[src/class_aware_box_nms_defines.svh]
// Assertion macros shared by the suppression block.
// No dependencies; included by canms_back, the module that carries checks.
`ifndef CLASS_AWARE_BOX_NMS_DEFINES_SVH
`define CLASS_AWARE_BOX_NMS_DEFINES_SVH
`ifndef SYNTH
`define CANMS_ASSERT(lbl, clk, rstn, prop, msg) \
  lbl: assert property (@(posedge clk) disable iff (!rstn) prop) else $error(msg);
`define CANMS_NEVER(lbl, clk, rstn, cond, msg) \
  lbl: assert property (@(posedge clk) disable iff (!rstn) !(cond)) else $error(msg);
`else
`define CANMS_ASSERT(lbl, clk, rstn, prop, msg)
`define CANMS_NEVER(lbl, clk, rstn, cond, msg)
`endif
`endif

[src/canms_pkg.sv]
// Types and constants for the class-aware box suppression block.
// No dependencies.
package canms_pkg;

  localparam int unsigned MAX_BOXES_DEF = 64;
  localparam int unsigned RESULT_LIMIT  = 64;
  localparam int unsigned KW            = $clog2(RESULT_LIMIT + 1);
  localparam int unsigned THR_W         = 9;
  localparam logic [THR_W-1:0] THR_RESET = 9'd115;
  localparam logic [0:0] ADDR_IOU_THR   = 1'b0;

  typedef struct packed {
    logic [15:0] x;
    logic [15:0] y;
    logic [15:0] w;
    logic [15:0] h;
    logic [15:0] score;
    logic [6:0]  cls;
    logic [13:0] anchor;
  } entry_t;

  typedef struct packed {
    entry_t box;
    logic   last_box;
  } item_t;

  typedef struct packed {
    entry_t box;
    logic   last;
    logic   ovf;
  } res_t;

endpackage

[src/canms_front.sv]
// Input side: two-entry request queue ahead of the engine.
// Depends on canms_pkg.
module canms_front (
  input  logic             clk_i,
  input  logic             rst_ni,
  input  logic             in_valid_i,
  output logic             in_ready_o,
  input  canms_pkg::item_t in_item_i,
  output logic             q_valid_o,
  output canms_pkg::item_t q_item_o,
  input  logic             q_pop_i
);

  canms_pkg::item_t buf_q [2];
  logic       wp_q, rp_q;
  logic [1:0] cnt_q, cnt_d;
  logic       push, pop;

  assign in_ready_o = (cnt_q != 2'd2);
  assign push       = in_valid_i & in_ready_o;
  assign q_valid_o  = (cnt_q != 2'd0);
  assign pop        = q_pop_i & q_valid_o;
  assign q_item_o   = buf_q[rp_q];

  always_comb begin
    cnt_d = cnt_q;
    if (push && !pop) begin
      cnt_d = cnt_q + 2'd1;
    end else if (pop && !push) begin
      cnt_d = cnt_q - 2'd1;
    end
  end

  always_ff @(posedge clk_i or negedge rst_ni) begin
    if (!rst_ni) begin
      wp_q  <= 1'b0;
      rp_q  <= 1'b0;
      cnt_q <= 2'd0;
    end else begin
      cnt_q <= cnt_d;
      if (push) begin
        wp_q <= ~wp_q;
      end
      if (pop) begin
        rp_q <= ~rp_q;
      end
    end
  end

  always_ff @(posedge clk_i) begin
    if (push) begin
      buf_q[wp_q] <= in_item_i;
    end
  end

endmodule

[config.mk]
export PLATFORM = sky130hd
export DESIGN_NAME = canms_front
export DESIGN_NICKNAME = d
export VERILOG_FILES = /design/src/class_aware_box_nms_defines.svh /design/src/canms_pkg.sv /design/src/canms_front.sv
export SDC_FILE = /design/constraint.sdc
export NUM_CORES = 1
export LEC_CHECK = 0
export ABC_CLOCK_PERIOD_IN_PS = 6280
export BUFFER_PORTS_ARGS = -buffer_cell sky130_fd_sc_hd__buf_2
export CAP_MARGIN = 15
export CORE_ASPECT_RATIO = 1.2
export CORE_MARGIN = 2
export CORE_UTILIZATION = 52
export CTS_CLUSTER_DIAMETER = 40
export CTS_CLUSTER_SIZE = 10
export DETAILED_ROUTE_END_ITERATION = 12
export GPL_TIMING_DRIVEN = 0
export HOLD_SLACK_MARGIN = 0.12
export PLACE_DENSITY = 0.81
export SLEW_MARGIN = 20
export SYNTH_ARGS = -nofsm -noshare
export SYNTH_HDL_FRONTEND = slang
export SYNTH_SLANG_ARGS = --single-unit
[constraint.sdc]
create_clock -name clk_i -period 6.28 [get_ports clk_i]
set_input_delay 0.942 -clock clk_i [delete_from_list [all_inputs] [get_ports clk_i]]
set_output_delay 0.942 -clock clk_i [all_outputs]
set_load 0.01 [all_outputs]
==> results.rst <==
.. list-table::
   :header-rows: 1

   * - Metric
     - Value
   * - Pre-antenna DRT Iters
     - 4
   * - Iteration-0 DRC count of the detailed router
     - 146
   * - Share of post-route cells with drive strength above 1
     - between 60% and 70%
   * - CP Max Fanout
     - 10
   * - VDD IR max
     - 0.340 mV
   * - Post-DRT Antenna Nets
     - 0
   * - Source of the critical timing path
     - rp_q
   * - Synth area leaders
     - sky130_fd_sc_hd__edfxtp_1 (81%), sky130_fd_sc_hd__mux2_2 (15%), sky130_fd_sc_hd__dfrtp_1 (1.3%)
   * - Maximum capacitance violations
     - 0
   * - Final Hold Fails
     - 0
   * - Internal portion of total power
     - 3.34 mW
   * - Boundary Pins
     - 210
   * - Die width
     - between 100 and 150 um
   * - Maximum clock frequency
     - approximately 0.36 GHz
   * - Die extent in y
     - 136 um
   * - TritonCTS clock tree
     - done
   * - Cells after synthesis
     - 335
   * - Total leakage power
     - 3.69 nW
   * - Post-Synthesis Cell Area
     - ~0.0076 mm2
   * - Reg clk slew, reported paths
     - 0.05 ns
   * - Class of the worst hold path
     - input port to asynchronous set/reset pin
   * - Count of clock tree sinks
     - ~210
   * - Synthesized netlist net count
     - 442
   * - Sw Ratio
     - 28.2%
   * - Pin count of the biggest net entering global routing
     - 54
   * - Hold Slack
     - 0.241 ns
   * - Post-detailed-routing wire length
     - 14400 um
   * - Maximum count of clock buffers along a single path
     - 3
   * - Starting Density
     - between 50% and 60%
   * - Proportion of power drawn by the clock network
     - 27.5%
   * - Number of hold buffers added after CTS
     - 0
   * - Ys async rst share
     - 1.92%
   * - DR WL/cell
     - 18.8 um
   * - Type of the setup path with the least slack
     - register to output pin
   * - Largest clock skew in the final design
     - 0.00710 ns
   * - Post-synthesis cell type count
     - 15
   * - Vias per cell
     - between 5 and 6
   * - H-tree depth
     - 1
   * - Vias after detailed routing
     - 3960
   * - Slew at the pin closest to its max-slew limit
     - 0.726 ns
   * - Post-layout instance count excluding filler cells
     - 764
   * - Yosys warns
     - 0
   * - Count of flip-flops with a built-in enable after synthesis
     - about 200
   * - Seq/Total Area, Yosys
     - 82.2%
   * - Core region area
     - 0.0143 mm2
   * - Crit path DAT
     - 1.81 ns
   * - Post-CTS resize count
     - 0
   * - Result of the run
     - completed
   * - Worst reg2reg path startpoint
     - cnt_q[0]
   * - Placement Rows
     - 48
   * - Leading cell types by count after synthesis
     - sky130_fd_sc_hd__edfxtp_1 (204), sky130_fd_sc_hd__mux2_2 (102), sky130_fd_sc_hd__buf_6 (7)
   * - Destination of the worst register-to-register timing path
     - buf_q[0][49]
   * - Final routed DRC violation total
     - 0
   * - Final antenna diode count
     - 0
   * - Post-layout util
     - 68.0%
   * - Count of buffers inserted at the top-level ports
     - 209
   * - Kind of end point of the critical path
     - output pin
   * - Synthesized area per cell
     - 22.6 um2
   * - Dpl hpwl
     - 9550 um
   * - Antenna violations before repair
     - 1
   * - Required time of the critical path
     - 5.34 ns
   * - Met2 Usage GRT
     - 32.8%
   * - R2R cell count
     - 6
   * - Combinational share of power
     - 30.1%
   * - TritonCTS buffer count
     - 26
   * - Overall die area
     - 0.0155 mm2
   * - Pwr Total
     - 4.65 mW
   * - Nature of the critical path startpoint
     - register
   * - Fin. max-slew vios
     - 0
   * - Sequential share of power
     - between 40 and 50%
   * - Highest-utilization routing layer at the global route stage
     - met2
   * - GR Layer Usage met3
     - about 7.6%
   * - Number of setup violations in the final report
     - 0
   * - Cell type with the highest aggregate area in the netlist
     - sky130_fd_sc_hd__edfxtp_1
   * - Relative slew margins
     - between 50% and 60%
   * - Primary flip-flop cell chosen by synthesis mapping
     - sky130_fd_sc_hd__edfxtp_1
   * - Area overhead of the layout relative to synthesis
     - 28.3%
   * - Via count of the first global-routing pass
     - 4368
   * - Register-to-register setup slack
     - 4.08 ns
   * - Wire length of the first global-routing pass
     - 21700 um
   * - Post-synth top area share
     - 80.9%
   * - Most common cell in the synthesized netlist
     - sky130_fd_sc_hd__edfxtp_1
   * - GR Layer Usage met1
     - 19.0%
   * - Root Buffer Master
     - sky130_fd_sc_hd__clkbuf_16
   * - Post-route cell area
     - 0.00971 mm2
   * - Post-Place Cell Area
     - 0.00897 mm2
   * - Flip-flop and latch count after synthesis
     - about 210
   * - Grt ovf
     - 0
   * - Post-layout nets
     - around 680
   * - Placed Cells
     - 724
   * - GRT Total Usage
     - 18.2%
   * - Clock latency reported for the late side of the worst-skew pair
     - 0.50 ns
   * - GP Congestion
     - 0.711
   * - Period utilization
     - 43.9%
   * - Number of setup buffers added after CTS
     - 0
   * - Cell area power density
     - roughly 480 mW/mm2
   * - Switching component of the power
     - 1.31 mW
   * - Final min period
     - 2.75 ns
   * - RSZ-0062 raised after global routing
     - false
## power by group through the flow
stage | Combinational [mW] | Sequential (mW) | Clock (mW)
2_1_floorplan | 0.855 | 2.02 | 0
3_3_place_gp | 1.31 | 2.05 | 0
3_5_place_dp | 1.40 | 2.00 | 0
4_1_cts | 1.42 | 1.98 | 1.31
5_1_grt | 1.51 | 2.00 | 1.36
6_report | 1.40 | 1.97 | 1.28
## metal layers
metal | vias up | routed length (um)
met5 | - | 15
met4 | 2 | 331
met3 | 33 | 1440
met2 | 174 | 7560
met1 | 1939 | 5040
li1 | 1812 | -
## worst max-delay path by stage
stage / endpoint / slack, ns
floorplan: buf_q[0][0] / 0.44
global placement: buf_q[0][52] / -1.65
detailed placement: buf_q[0][52] / 3.63
CTS: q_item_o[70] / 3.47
global route: q_item_o[68] / 3.42
finish: q_item_o[69] / 3.53
## state kept, by name, summed over array words and instances (netlist names)
signal,flops
buf_q,204
wp_q,1
cnt_q,2
rp_q,1
## stage by stage
stage	setup TNS, ns	worst slack (ns)
floorplan	0	0.438
global route	0	3.42
global placement	-167.05	-1.65
detailed placement	0	3.63
CTS	0	3.47
finish	0	3.53
## cell families (layout without fill, tap and decap cells)
group | count (synthesis) | in the layout | synth area share, %
buffers and inverters | 12 | 266 | 1.39
multiplexers | 102 | 102 | 15.2
flip-flops | 208 | 208 | 82.2
adder cells (fa/ha/maj) | 1 | 1 | 0.165
AND/OR/NAND/NOR | 7 | 7 | 0.447
XOR/XNOR | 5 | 5 | 0.579
## critical path, cell delays in order (launching register included)
cell,delay (ns)
sky130_fd_sc_hd__dfrtp_1,0.37
sky130_fd_sc_hd__buf_4,0.25
sky130_fd_sc_hd__buf_6,0.20
sky130_fd_sc_hd__mux2_2,0.34
sky130_fd_sc_hd__buf_2,0.14
## cell usage in the layout, fill, tap and decap left out
master | Yosys | routed
sky130_fd_sc_hd__and3_4 | 0 | 1
sky130_fd_sc_hd__buf_12 | 0 | 2
sky130_fd_sc_hd__buf_16 | 0 | 3
sky130_fd_sc_hd__buf_2 | 3 | 212
sky130_fd_sc_hd__buf_4 | 1 | 1
sky130_fd_sc_hd__buf_6 | 7 | 7
sky130_fd_sc_hd__clkbuf_1 | 0 | 7
sky130_fd_sc_hd__clkbuf_16 | 0 | 27
sky130_fd_sc_hd__clkbuf_8 | 0 | 1
sky130_fd_sc_hd__clkinv_1 | 0 | 1
sky130_fd_sc_hd__clkinv_2 | 0 | 3
sky130_fd_sc_hd__dfrtp_1 | 4 | 4
sky130_fd_sc_hd__edfxtp_1 | 204 | 204
sky130_fd_sc_hd__ha_1 | 1 | 1
sky130_fd_sc_hd__inv_1 | 1 | 1
sky130_fd_sc_hd__inv_6 | 0 | 1
sky130_fd_sc_hd__mux2_2 | 102 | 102
sky130_fd_sc_hd__nand2_1 | 2 | 2
sky130_fd_sc_hd__nand2b_1 | 1 | 1
sky130_fd_sc_hd__nor2_1 | 2 | 1
sky130_fd_sc_hd__nor2_4 | 0 | 1
sky130_fd_sc_hd__or2_2 | 1 | 1
sky130_fd_sc_hd__xnor2_1 | 3 | 3
sky130_fd_sc_hd__xor2_1 | 2 | 2
## area by class of cell
type,count,area [um2]
Buffer,11,101
Clock buffer,35,716
Clock inverter,5,27.5
Fill cell,931,4580
Inverter,1,3.75
Multi-Input combinational cell,115,1250
Sequential cell,208,6230
Tap cell,175,219
Timing Repair Buffer,214,1170
Power figures use the tool's default switching activity.
